`src/hw/rtl/mpse_pkg.sv`:
```
// Shared constants, configuration types and helpers for the max pooling stream engine.
package mpse_pkg;

    localparam int MAX_CHANNELS     = 16;
    localparam int MAX_POOLED_WIDTH = 128;
    localparam int MAX_WINDOW       = 4;
    localparam int SAMPLE_BITS      = 16;

    localparam int ROW_BITS       = 12;
    localparam int COL_BITS       = 11;
    localparam int CNT_BITS       = 5;
    localparam int WIN_BITS       = 3;
    localparam int OFF_BITS       = 4;
    localparam int CFG_INDEX_BITS = 3;
    localparam int CFG_DATA_BITS  = 12;

    typedef enum logic [CFG_INDEX_BITS-1:0] {
        CFG_IMAGE_HEIGHT  = 3'd0,
        CFG_IMAGE_WIDTH   = 3'd1,
        CFG_CHANNEL_COUNT = 3'd2,
        CFG_WINDOW_SIZE   = 3'd3,
        CFG_WINDOW_STRIDE = 3'd4,
        CFG_FLOOR_AT_ZERO = 3'd5
    } t_cfg_index;

    typedef struct packed {
        logic [ROW_BITS-1:0] height;
        logic [COL_BITS-1:0] width;
        logic [CNT_BITS-1:0] nch;
        logic [WIN_BITS-1:0] k;
        logic [WIN_BITS-1:0] s;
        logic                floor_zero;
    } t_cfg;

    function automatic int bits_for(input int n);
        return (n > 1) ? $clog2(n) : 1;
    endfunction

endpackage

```
`src/hw/rtl/mpse_queue.sv`:
```
// Two-entry request queue between the front and back parts.
module mpse_queue
    import mpse_pkg::*;
#(
    parameter int DATA_BITS = 32
) (
    input  logic                 i_clk,
    input  logic                 i_rst_n,
    input  logic                 i_push,
    input  logic [DATA_BITS-1:0] i_data,
    input  logic                 i_pop,
    output logic [DATA_BITS-1:0] o_data,
    output logic                 o_full,
    output logic                 o_empty
);

    logic [DATA_BITS-1:0] r_mem [2];
    logic                 r_wp;
    logic                 r_rp;
    logic [1:0]           r_cnt;

    assign o_full  = (r_cnt == 2'd2);
    assign o_empty = (r_cnt == 2'd0);
    assign o_data  = r_mem[r_rp];

    always_ff @(posedge i_clk) begin
        if (i_push) begin
            r_mem[r_wp] <= i_data;
        end
        if (!i_rst_n) begin
            r_wp  <= 1'b0;
            r_rp  <= 1'b0;
            r_cnt <= 2'd0;
        end else begin
            if (i_push) begin
                r_wp <= ~r_wp;
            end
            if (i_pop) begin
                r_rp <= ~r_rp;
            end
            r_cnt <= r_cnt + 2'(i_push) - 2'(i_pop);
        end
    end

endmodule

```
`config.mk`:
```
export PLATFORM = sky130hd
export DESIGN_NAME = mpse_queue
export DESIGN_NICKNAME = d
export VERILOG_FILES = /design/src/hw/rtl/mpse_pkg.sv /design/src/hw/rtl/mpse_queue.sv
export SDC_FILE = /design/constraint.sdc
export NUM_CORES = 1
export LEC_CHECK = 0
export BUFFER_PORTS_ARGS = -buffer_cell sky130_fd_sc_hd__clkbuf_2
export CAP_MARGIN = 40
export CORE_MARGIN = 2
export CORE_UTILIZATION = 45
export CTS_BUF_LIST = sky130_fd_sc_hd__clkbuf_4 sky130_fd_sc_hd__clkbuf_8 sky130_fd_sc_hd__clkbuf_16
export DETAILED_ROUTE_END_ITERATION = 12
export MAX_ROUTING_LAYER = met4
export PLACE_DENSITY = 0.7
export SYNTH_ARGS = -nofsm -noshare
export SYNTH_HDL_FRONTEND = slang
export SYNTH_SLANG_ARGS = --single-unit
export TNS_END_PERCENT = 20
```
`constraint.sdc`:
```
create_clock -name i_clk -period 2.8 [get_ports i_clk]
set_input_delay 0.14 -clock i_clk [delete_from_list [all_inputs] [get_ports i_clk]]
set_output_delay 0.14 -clock i_clk [all_outputs]
set_load 0.1 [all_outputs]
```
After elaboration in Yosys (flattened, before gate mapping)
Memories as Yosys holds them, arrays and structs flattened. A register that Yosys moved wholly into a read port is not among the register bits.
Index checks and enable logic that the tools add are counted.
{ "totals": {"mem_bits_rw": 64, "reg_bits": 4, "output_inout_bits": 34, "in_bits": 36, "wordCells": 14, "n_memories": 1} }
{ "classes": {"n_mux": 4, "n_addsub": 2, "reduce_logical": 1, "bitwise": 2, "n_eq_ne": 1} }
{ "mem_list": {"columns": ["memory", "words", "word_bits", "read_ports", "rd_clocked_by_memory_dff", "wr", "line", "rtl"], "rows": [
  ["r_mem", 2, 32, 1, 1, 1, "mpse_queue.sv:17", "logic [DATA_BITS-1:0] r_mem [2];"]
]} }
{ "op_table": {"columns": ["cell", "n"], "rows": [
  ["1-bit 2-to-1 mux", 4],
  ["2-bit by 1-bit adder with 2-bit output", 1],
  ["2-bit == test (second input constant)", 1],
  ["2-bit logical NOT", 1],
  ["1-bit inverter", 2],
  ["2-bit by 1-bit subtractor with 2-bit output", 1]
]} }

Logic depth before layout (Yosys ltp)
{ "logic_depth": {"ltp_word": 3, "depth_mapped": 6, "depth_no_buf": 6} }

Least setup slack after synthesis
OpenSTA, ideal clock, no wires.
{ "synth_path": {"path_kind": "register to register", "start": "register r_wp", "end": "memory r_mem[0][0] (enable)", "t_arrival_ns": 1.776, "stages_incl_launch_ff": 2, "setup_ns": 0.426, "synth_period_minus_slack_ns": 2.202, "path_slack_ns": 0.598, "cell_sequence": "dfxtp_1 -> nor2b_1"} }
{ "synth_lines": {"columns": ["element", "line", "rtl"], "rows": [
  ["start, declared", "mpse_queue.sv:18", "logic r_wp;"],
  ["start signal, assigned", "mpse_queue.sv:36", "r_wp <= ~r_wp;"],
  ["end, declared", "mpse_queue.sv:17", null]
]} }
Straight into the memory's write port.

==> run summary <==
worst r2r path cells -> 2
# diodes -> 0
Primary FF master, synth -> edfxtp_1
Max Fclk -> 0.491 GHz
Post-Place Cell Area -> 3120 um^2
Antenna Nets Post-Route -> 0
die extent in y -> 81.3 um
All-Layer GR Usage -> 0.137
Root Driver -> clkbuf_8
largest family of logic cells by synthesized area -> multiplexers
most instantiated library cell after synthesis -> edfxtp_1
postcts setup bufs -> 0
Commonest cells post-synth -> edfxtp_1, mux2_4, dfxtp_1
CTS Buf Count -> 9
Post-synth EDFFs -> 64
global placement routability congestion -> 0.721
syn avg cell area -> 22.2 um^2
Yosys top cell area share -> 0.714
placed insts -> 264
Hold Crit Endpoint -> r_mem[1][11]$_DFFE_PP_
num ports -> 70
R2R setup slack -> 1530 ps
Arrival @ worst endpoint -> 1900 ps
CP Capture Type -> output port
Initial Util -> 0.460
R2R Path End -> r_mem[1][12]$_DFFE_PP_
row count -> 28
Power Density -> 751 nW/um^2
Filler cells -> 433
CP Class -> reg -> out
final worst-path cycle share -> 0.727
XOR/XNOR share of the synthesized area -> 0.0116
internal power -> 1850 uW
share of layout cells above drive strength 1 -> 0.521
initial antenna violation count -> 0
crit-path max FO -> 22
clk sinks -> 69
Skew-Pair Late Insertion Delay -> 320 ps
Setup TNS Final -> 0 ps
PortBufs -> 69
Die ar. -> 6620 um^2
CTS tree -> built
ys async rst share -> 0
slew margin rel. -> 0.628
die width -> 81.3 um
Remaining DRCs -> 0
WL/cell -> 13.6 um
max_cap viols -> 0
Syn Nets -> 159
number of buffers on the longest clock path -> 2
worst hold path class -> in -> reg
Hold Vio Cnt, Final -> 0
CP Data Required Time -> 2660 ps
post-synthesis mux area share -> 0.176
H-tree depth -> 3
Mapped Cells -> 121
Post-Synth Adder-Cell Area -> 0.00930
Synth area leader -> edfxtp_1
leakage -> 0.00149 uW
post-synthesis sequential area ratio -> 0.751
clock group share of total power -> 0.294
nets -> 267
Worst-Margin Slew -> 560 ps
main area contributors after synthesis -> edfxtp_1, mux2_4, dfxtp_1, buf_12, and2_1
Initial DRT Pass Iterations -> 4
Worst Setup Start Kind -> flip-flop
Via density -> 4.46
run status -> finished, final reports clean
sw power -> 863 uW
simple-gate share of the synthesized area -> 0.0200
Comb pwr share -> 0.258
WL final -> 4210 um
largest net degree at the start of global routing -> 33
vias in the first global route -> 1344
first-pass GRT wire length -> 6130 um
Yosys Warn Count -> 0
hold path start -> i_data[11]
min cycle time layout -> 2040 ps
Finished Cell Area -> 3620 um^2
post-route insts no fill -> 309
post-CTS sizing -> 0
launching point of the worst reg2reg path -> r_wp$_SDFFE_PN0P_
Finish-stage setup viols -> 0
Worst-path clk slew -> 60 ps
clock skew -> 6.26 ps
Area Growth Syn to Fin -> 34.4%
Hold Path Stages -> 1
Max Slew Vio Count -> 0
Iter 0 DRT Violations -> 61
worst vdd ir -> 527 uV
complex-gate fraction of the synthesized area -> 0.00279
register share of total power -> 0.448
Mapped Area -> 2690 um^2
core area -> 5850 um^2
Netlist cell types -> 14
Sw Share -> 0.318
grt ovf -> 0
synthesized flop and latch total -> 69
post-layout util -> 0.618
DR vias -> 1379
RSZ-0062 raised after global routing -> false
## power by group through the flow
stage	clock, uW	sequential (uW)	combinational [uW]
6_report	799	1220	700
5_1_grt	874	1220	728
4_1_cts	822	1220	703
3_5_place_dp	0	1240	673
3_3_place_gp	0	1240	661
2_1_floorplan	0	1230	596
## cells in the final DEF, fill, tap and decap left out, types with 2 or more instances in the layout
| master | instances |
|---|---|
| clkbuf_8 | 10 |
| and2_1 | 4 |
| edfxtp_1 | 64 |
| clkbuf_4 | 4 |
| clkbuf_2 | 69 |
| dfxtp_1 | 4 |
| mux2_4 | 30 |
| inv_1 | 2 |
| mux2_2 | 2 |
| dlygate4sd3_1 | 29 |
| nor2b_1 | 3 |
| ha_1 | 2 |
## through the flow
stage	setup slack, ps	hold slack (ps)	power, uW
finish	765	22.5	2720
global route	672	2.73	2820
CTS	730	0.219	2740
detailed placement	1100	333	1910
global placement	1130	329	1900
floorplan	598	239	1820
## critical path, stage by stage (launching register included)
cell and delay (ps):
dfxtp_2 570, buf_12 260, mux2_2 360, clkbuf_2 370
## metal layers
layer,share of wire,GRT usage,vias to the layer above
li1,-,-,680
met3,0.039,0.0378,6
met2,0.53,0.224,40
met5,0,-,-
met1,0.42,0.147,653
met4,0.019,0.0847,0
## state kept, by name, summed over array words and instances (netlist names), named ones only
| register | cells |
|---|---|
| r_cnt | 2 |
| r_rp | 1 |
| r_mem | 64 |
| r_wp | 1 |
## repair_timing
item	in CTS	in global routing
setup endpoints to repair	0	0
hold endpoints to repair	50	6
hold buffers	26	3
## worst max-delay path by stage
stage,startpoint,endpoint,slack [ps],depth (start not counted)
2_1_floorplan,r_wp$_SDFFE_PN0P_,r_mem[0][0]$_DFFE_PP_,600,1
3_3_place_gp,flip-flop,o_data[0],1130,3
3_5_place_dp,flip-flop,o_data[0],1100,3
4_1_cts,flip-flop,o_data[0],730,3
5_1_grt,flip-flop,o_data[0],670,3
6_report,flip-flop,o_data[0],760,3
## layout make-up
class / count / area [um^2] / share of cell area
sequential: 69 / 2020 / 0.560
timing repair buffer: 101 / 691 / 0.191
multi-input combinational: 46 / 598 / 0.165
clock buffer: 14 / 168 / 0.0464
tap: 75 / 93.8 / 0.0260
clock inverter: 2 / 35.0 / 0.00969
inverter: 2 / 7.51 / 0.00208
## kinds of logic after synthesis
group / count (synthesis)
muxes: 32
and+or+nand+nor: 9
xor gates and xnor gates: 2
adders and majority gates: 2
DFF: 69
AOI/OAI and AO/OA: 1
buffers and inverters: 6
Power figures use the tool's default switching activity.
