<file path="config.mk">
export PLATFORM = sky130hd
export DESIGN_NAME = mpse_front
export DESIGN_NICKNAME = d
export VERILOG_FILES = /design/src/hw/rtl/mpse_pkg.sv /design/src/hw/rtl/mpse_front.sv
export SDC_FILE = /design/constraint.sdc
export NUM_CORES = 1
export LEC_CHECK = 0
export BUFFER_PORTS_ARGS = -buffer_cell sky130_fd_sc_hd__buf_4
export CORE_UTILIZATION = 46
export DETAILED_ROUTE_END_ITERATION = 8
export PLACE_DENSITY_LB_ADDON = 0.05
export SYNTH_ARGS = -nofsm -noshare
export SYNTH_HDL_FRONTEND = slang
export SYNTH_SLANG_ARGS = --single-unit
</file>
<file path="constraint.sdc">
create_clock -name i_clk -period 4.5 [get_ports i_clk]
set_input_delay 0.9 -clock i_clk [delete_from_list [all_inputs] [get_ports i_clk]]
set_output_delay 0.9 -clock i_clk [all_outputs]
set_load 0.03 [all_outputs]
</file>
<file path="src/hw/rtl/mpse_pkg.sv">
// Shared constants, configuration types and helpers for the max pooling stream engine.
package mpse_pkg;

    localparam int MAX_CHANNELS     = 16;
    localparam int MAX_POOLED_WIDTH = 128;
    localparam int MAX_WINDOW       = 4;
    localparam int SAMPLE_BITS      = 16;

    localparam int ROW_BITS       = 12;
    localparam int COL_BITS       = 11;
    localparam int CNT_BITS       = 5;
    localparam int WIN_BITS       = 3;
    localparam int OFF_BITS       = 4;
    localparam int CFG_INDEX_BITS = 3;
    localparam int CFG_DATA_BITS  = 12;

    typedef enum logic [CFG_INDEX_BITS-1:0] {
        CFG_IMAGE_HEIGHT  = 3'd0,
        CFG_IMAGE_WIDTH   = 3'd1,
        CFG_CHANNEL_COUNT = 3'd2,
        CFG_WINDOW_SIZE   = 3'd3,
        CFG_WINDOW_STRIDE = 3'd4,
        CFG_FLOOR_AT_ZERO = 3'd5
    } t_cfg_index;

    typedef struct packed {
        logic [ROW_BITS-1:0] height;
        logic [COL_BITS-1:0] width;
        logic [CNT_BITS-1:0] nch;
        logic [WIN_BITS-1:0] k;
        logic [WIN_BITS-1:0] s;
        logic                floor_zero;
    } t_cfg;

    function automatic int bits_for(input int n);
        return (n > 1) ? $clog2(n) : 1;
    endfunction

endpackage

</file>
<file path="src/hw/rtl/mpse_front.sv">
// Front part: accepts samples, tracks the raster position and queues valid requests.
module mpse_front
    import mpse_pkg::*;
#(
    parameter int MAX_CHANNELS = mpse_pkg::MAX_CHANNELS,
    parameter int SAMPLE_BITS  = mpse_pkg::SAMPLE_BITS
) (
    input  logic                   i_clk,
    input  logic                   i_rst_n,
    input  t_cfg                   i_cfg,
    input  logic                   i_in_valid,
    output logic                   o_in_stall,
    input  logic [SAMPLE_BITS-1:0] i_sample,
    input  logic                   i_first_of_image,
    input  logic                   i_queue_full,
    output logic                   o_push,
    output logic [SAMPLE_BITS+ROW_BITS+COL_BITS+bits_for(MAX_CHANNELS)-1:0] o_data
);

    localparam int CW = bits_for(MAX_CHANNELS);

    logic [ROW_BITS-1:0] r_row;
    logic [COL_BITS-1:0] r_col;
    logic [CW-1:0]       r_chan;
    logic [ROW_BITS-1:0] cur_row;
    logic [COL_BITS-1:0] cur_col;
    logic [CW-1:0]       cur_chan;
    logic                accept;
    logic                chan_wrap;
    logic                col_wrap;
    logic                row_wrap;

    assign cur_row  = i_first_of_image ? '0 : r_row;
    assign cur_col  = i_first_of_image ? '0 : r_col;
    assign cur_chan = i_first_of_image ? '0 : r_chan;

    assign accept    = i_in_valid && !i_queue_full;
    assign o_in_stall = i_queue_full;

    assign chan_wrap = (8'(cur_chan) + 8'd1) >= 8'(i_cfg.nch);
    assign col_wrap  = ({1'b0, cur_col} + 12'd1) >= {1'b0, i_cfg.width};
    assign row_wrap  = ({1'b0, cur_row} + 13'd1) >= {1'b0, i_cfg.height};

    assign o_push = accept && (8'(cur_chan) < 8'(i_cfg.nch));
    assign o_data = {i_sample, cur_row, cur_col, cur_chan};

    always_ff @(posedge i_clk) begin
        if (!i_rst_n) begin
            r_row  <= '0;
            r_col  <= '0;
            r_chan <= '0;
        end else if (accept) begin
            if (chan_wrap) begin
                r_chan <= '0;
                if (col_wrap) begin
                    r_col <= '0;
                    r_row <= row_wrap ? '0 : cur_row + 1'b1;
                end else begin
                    r_col <= cur_col + 1'b1;
                    r_row <= cur_row;
                end
            end else begin
                r_chan <= cur_chan + 1'b1;
                r_col  <= cur_col;
                r_row  <= cur_row;
            end
        end
    end

endmodule

</file>
# Word level (Yosys, flattened, before mapping)

Index checks and enable logic that the tools add are counted.

Input port bits: 56
Output and inout bits: 45
Word-level logic and storage cells: 25
Flip-flop bits (word level): 27

Magnitude comparators: 4
Reduce and logical (&&, ||, !) cells: 3
$add $sub $neg: 6
Mux-type cells: 9

Operators by type and width:

| kind                                          | number |
|---|---|
| 2-to-1 mux 12 bit                             | 4 |
| 2-to-1 mux 11 bit                             | 3 |
| adder 12 x 1 -> 13 bit, second input constant | 1 |
| >= comparator 13 x 12 -> 1 bit                | 1 |
| adder 11 x 1 -> 12 bit, second input constant | 1 |
| adder 12 x 1 -> 12 bit, second input constant | 1 |
| >= comparator 12 x 11 -> 1 bit                | 1 |
| adder 11 x 1 -> 11 bit, second input constant | 1 |
| 2-to-1 mux 4 bit                              | 2 |
| adder 4 x 1 -> 5 bit, second input constant   | 1 |
| >= comparator 5 bit                           | 1 |
| less-than comparator 4 x 5 -> 1 bit           | 1 |
| adder 4 x 1 -> 4 bit, second input constant   | 1 |
| logical AND 1 bit                             | 2 |
| zero test 1 bit                               | 1 |

# Depth between registers and ports, before layout

Depth in word-level cells: 6
Mapped depth: 20
Gate-level depth less buffers: 15

# Worst setup path after synthesis

OpenSTA, ideal clock, no wires.

Path kind: input -> register
From: input port i_first_of_image
To: register r_row[10]
Setup time: 0.122 ns
Stages: 19
Arrival: 4.686 ns
Data required time: 4.378 ns
Path buffers: 4
Setup slack: -0.308 ns
Cell sequence: buf_2 buf_2 buf_1 clkbuf_1 nor2b_1 ha_1 nand4b_1 nand3b_1 nor2_1 xnor2_1 nor2_2 ha_1 a21oi_1 nand2_1 nor2_1 o21ai_2 nand2_2 nor3_4 a221o_1

Elaborated cells between the ends (all ways): 13
Classes of those cells: add/sub: 4; order compare: 3; mux: 6

RTL lines:

| item                           | line             | RTL |
|---|---|---|
| from (decl)                    | mpse_front.sv:14 | `input logic i_first_of_image,` |
| 2-to-1 mux 11 bit              | mpse_front.sv:34 | `assign cur_col = i_first_of_image ? '0 : r_col;` |
| via o_data[4]                  | mpse_front.sv:17 | `output logic [SAMPLE_BITS+ROW_BITS+COL_BITS+bits_for(MAX_CHANNELS)-1:0] o_data` |
| adder 11 x 1 -> 12 bit         | mpse_front.sv:41 | `assign col_wrap = ({1'b0, cur_col} + 12'd1) >= {1'b0, i_cfg.width};` |
| >= comparator 12 x 11 -> 1 bit | mpse_front.sv:41 |  |
| 2-to-1 mux 12 bit              | mpse_front.sv:55 | `if (col_wrap) begin` |
| 2-to-1 mux 12 bit              | mpse_front.sv:53 | `if (chan_wrap) begin` |
| to (signal assigned)           | mpse_front.sv:57 | `r_row <= row_wrap ? '0 : cur_row + 1'b1;` |
| to (signal assigned)           | mpse_front.sv:60 | `r_row <= cur_row;` |
| to (signal assigned)           | mpse_front.sv:65 | `r_row <= cur_row;` |
| to (decl)                      | mpse_front.sv:22 | `logic [ROW_BITS-1:0] r_row;` |

The timed path passes the listed nets, and every way through them passes these cells.
A chain may end at the register's enable or synchronous reset.

# Worst setup path in the final report

From: input port i_first_of_image
To: register r_row[10]

Longest elaborated chain between the ends: 6
Elaborated cells between the ends (all ways): 13
Classes of those cells: add/sub: 4; order compare: 3; mux: 6

RTL lines:

| item                           | line             | RTL |
|---|---|---|
| 2-to-1 mux 12 bit              | mpse_front.sv:33 | `assign cur_row = i_first_of_image ? '0 : r_row;` |
| adder 12 x 1 -> 13 bit         | mpse_front.sv:42 | `assign row_wrap = ({1'b0, cur_row} + 13'd1) >= {1'b0, i_cfg.height};` |
| >= comparator 13 x 12 -> 1 bit | mpse_front.sv:42 |  |
| 2-to-1 mux 12 bit              | mpse_front.sv:57 |  |
| 2-to-1 mux 12 bit              | mpse_front.sv:55 |  |
| 2-to-1 mux 12 bit (*)          | mpse_front.sv:53 |  |

Every way passes the cells marked *; elsewhere a longest branch is shown, timed or not.

==> out/results.ini <==
[worst_setup_path]
max_stage_delay_ps = 400
critical_path_class = in2reg
startpoint_type = primary input
crit_chain = buf_4, nor2b_4, ha_1, nand4b_1, buf_4, nor2_1, xor2_1, ha_1, nand2_1, nor3_1, a21oi_1, o21ai_2, nand2_2, nor3_4, a221o_1
cp_data_arrival_time_ps = 3940
cp-end-kind = register
required_ps = 4740
rr_startpoint = r_col[0]$_SDFFE_PN0P_
crit_start = i_first_of_image
crit_fanout = 13
rrSetupSlack_ps = 1110
cpMaxStageDelayCell = nor3_4

[pwr]
power_w = 0.000480
switching_power_w = 0.000136
p_leak_nw = 1.61
intPower_w = 0.000345
ir_drop_uv = 99.7
swShare_pct = 28.2
pwr-share-comb_pct = 18.3
clkPwrFrac_pct = 31.2
power.density_nw_per_um2 = 148
pwr-share-seq_pct = 50.5

[clocking]
postCtsSetupBuffers = 0
cts_hold_buf = 0
clkSinkCount = 27
cts_tree = done
cts.repair.resized = 0
cts_buffers = 3
cts_htree_levels = 1
clock_latency_ps = 290
clk_pin_slew_ps = 110
cts_root_buffer = clkbuf_8
clk_path_buf_depth = 2

[yosys]
synth_edf_count = 0
synth_cells = 359
synth.largest_area_cell = dfxtp_1
synth_area_per_cell_um2 = 7.70
synth_most_common_cell = ha_1
yosysTopAreaCellShare_pct = 19.6
ys_types = 55
synth_nets = 450
ys.warnings.count = 0
seq_area_frac_synth_pct = 19.6
synth_seq_cells = 27
synth_common_cells = ha_1, nor2b_1, inv_1
async_reset_ff_share_pct = 0
syn_area_um2 = 2760
synth_flop_cell = dfxtp_1
synth.area.top_cells = dfxtp_1, ha_1, nor2b_1, buf_4, inv_1

[timing]
skew_ps = 7.20
finalMaxSlewViolations = 0
slew-limit-headroom_pct = 65.5
min_period_over_period_pct = 82.2
post-route-min-period_ps = 3700
fin_tns_setup_ps = 0
fmaxAchievable_mhz = 270
tightest_slew_ps = 518
finalHoldViolations = 0
rsz0062_at_grt = no
setup_violations = 0

[place]
gp_congestion = 0.802
port_buffers = 61
dpl_cell_area_um2 = 3190
detailed_place_hpwl_um = 4890
placed_cells = 470

[final_layout]
drive_gt1_share_pct = 20.6
fin_util_pct = 57.4
areaGrowthSynthToFinish_pct = 17.3
final_area_um2 = 3240
antenna_cells = 0
nNetsFinal = 494
final_cells = 474

[hold_path]
hold_path_class = reg2reg
holdCritStartpoint = r_col[7]$_SDFFE_PN0P_

[drt]
vias = 2530
wl_per_cell_um = 13.2
final_antenna_net_count = 0
via_per_inst = 5.34
firstDrtPassIters = 4
drt-total-wl_um = 6260
drc_errors = 0
drtIter0Drc = 93

[global_route]
grt-ovfl-total = 0
grt_first_pass_wirelength_um = 10700
antenna_found_initial = 0
gr-usage-all-layers_pct = 21.0
first_global_vias = 2394
grt_max_degree = 20

[die]
start_util_pct = 49.0
coreArea_um2 = 5640
die_width_um = 79.5
io_pins = 101
die_y_um = 79.5
die-area_um2 = 6320
rows = 27

[job]
drv_cap = 0

[run_status]
status = completed

## registers in the layout, indices dropped and copies added, names as in the netlist
| name | cells |
|---|---|
| r_chan | 4 |
| r_col | 11 |
| r_row | 12 |
## final cells by class
cell class,count,area (µm²)
fillers,561,2400
clock inverters,1,7.51
repair buffers,68,510
flip-flops and latches,27,541
well taps,72,90.1
multi-input cells,271,1930
inverters,32,120
clock buffers,3,41.3
## worst paths after layout
kind | depth (start not counted) | end
worst max register to register | 14 | r_row[10]$_SDFFE_PN0P_
worst min register to register | 2 | r_col[7]$_SDFFE_PN0P_
worst min-delay path | 2 | r_col[7]$_SDFFE_PN0P_
worst max-delay path | 15 | r_row[10]$_SDFFE_PN0P_
## cells by family (layout without fill, tap and decap cells)
logic type / count (synthesis) / after routing / synth area share (%)
XOR/XNOR: 21 / 21 / 6.66
AO/OA/AOI/OAI: 78 / 78 / 19.6
flip-flops: 27 / 27 / 19.6
buffers and inverters: 61 / 104 / 11.1
AND/OR/NAND/NOR: 137 / 137 / 27.2
adder cells (fa/ha/maj): 35 / 35 / 15.9
## metrics by stage
stage	worst slack [ps]	hold slack (ps)
CTS	808	482
finish	799	482
global placement	581	451
global route	569	515
detailed placement	513	464
floorplan	43.8	434
## metal layers
metal / track usage [%] / vias to the layer above / part of all wire [%]
li1: - / 1319 / -
met1: 26.9 / 1165 / 49
met2: 37.3 / 36 / 48
met3: 2.97 / 10 / 2.7
met4: 3.45 / 0 / 0.62
met5: 0 / - / 0
## critical path: cells and delay by family
kind	cells	cell delay, ps
and+or+nand+nor	7	1280
buffers and inverters	2	350
xor gates and xnor gates	1	110
adders and majority gates	2	540
AOI/OAI and AO/OA	3	750
## power by group through the flow
| stage | Clock [W] | Combinational, W | Sequential [W] |
|---|---|---|---|
| 5_1_grt | 0.000159 | 0.0000990 | 0.000243 |
| 6_report | 0.000150 | 0.0000879 | 0.000243 |
| 4_1_cts | 0.000153 | 0.0000891 | 0.000242 |
| 3_5_place_dp | 0 | 0.0000888 | 0.000248 |
| 3_3_place_gp | 0 | 0.0000871 | 0.000248 |
| 2_1_floorplan | 0 | 0.0000784 | 0.000247 |
## layout by cell type, fill, tap and decap left out, types with 2 or more instances in the layout
master and count:
nor3b_1 2, xnor2_1 11, a221o_1 3, and4b_1 3, nand3_1 16, nor3_1 5
a21boi_0 3, inv_1 32, a211oi_1 3, nand2_1 26, and2b_1 2, dfxtp_1 27
nand2b_1 6, nand3b_1 2, o21ai_1 2, o21ai_2 2, xor2_1 10, ha_1 35
nor2_1 22, and2_1 4, o21ai_0 18, buf_4 68, nor2b_1 31, clkbuf_8 3
a21oi_1 15, a22oi_1 5, a32oi_1 6, a22o_1 6, and3_1 3, a21o_1 3
nor2b_4 2, nand4_1 4
No activity file was read; power rests on OpenSTA's default activity.
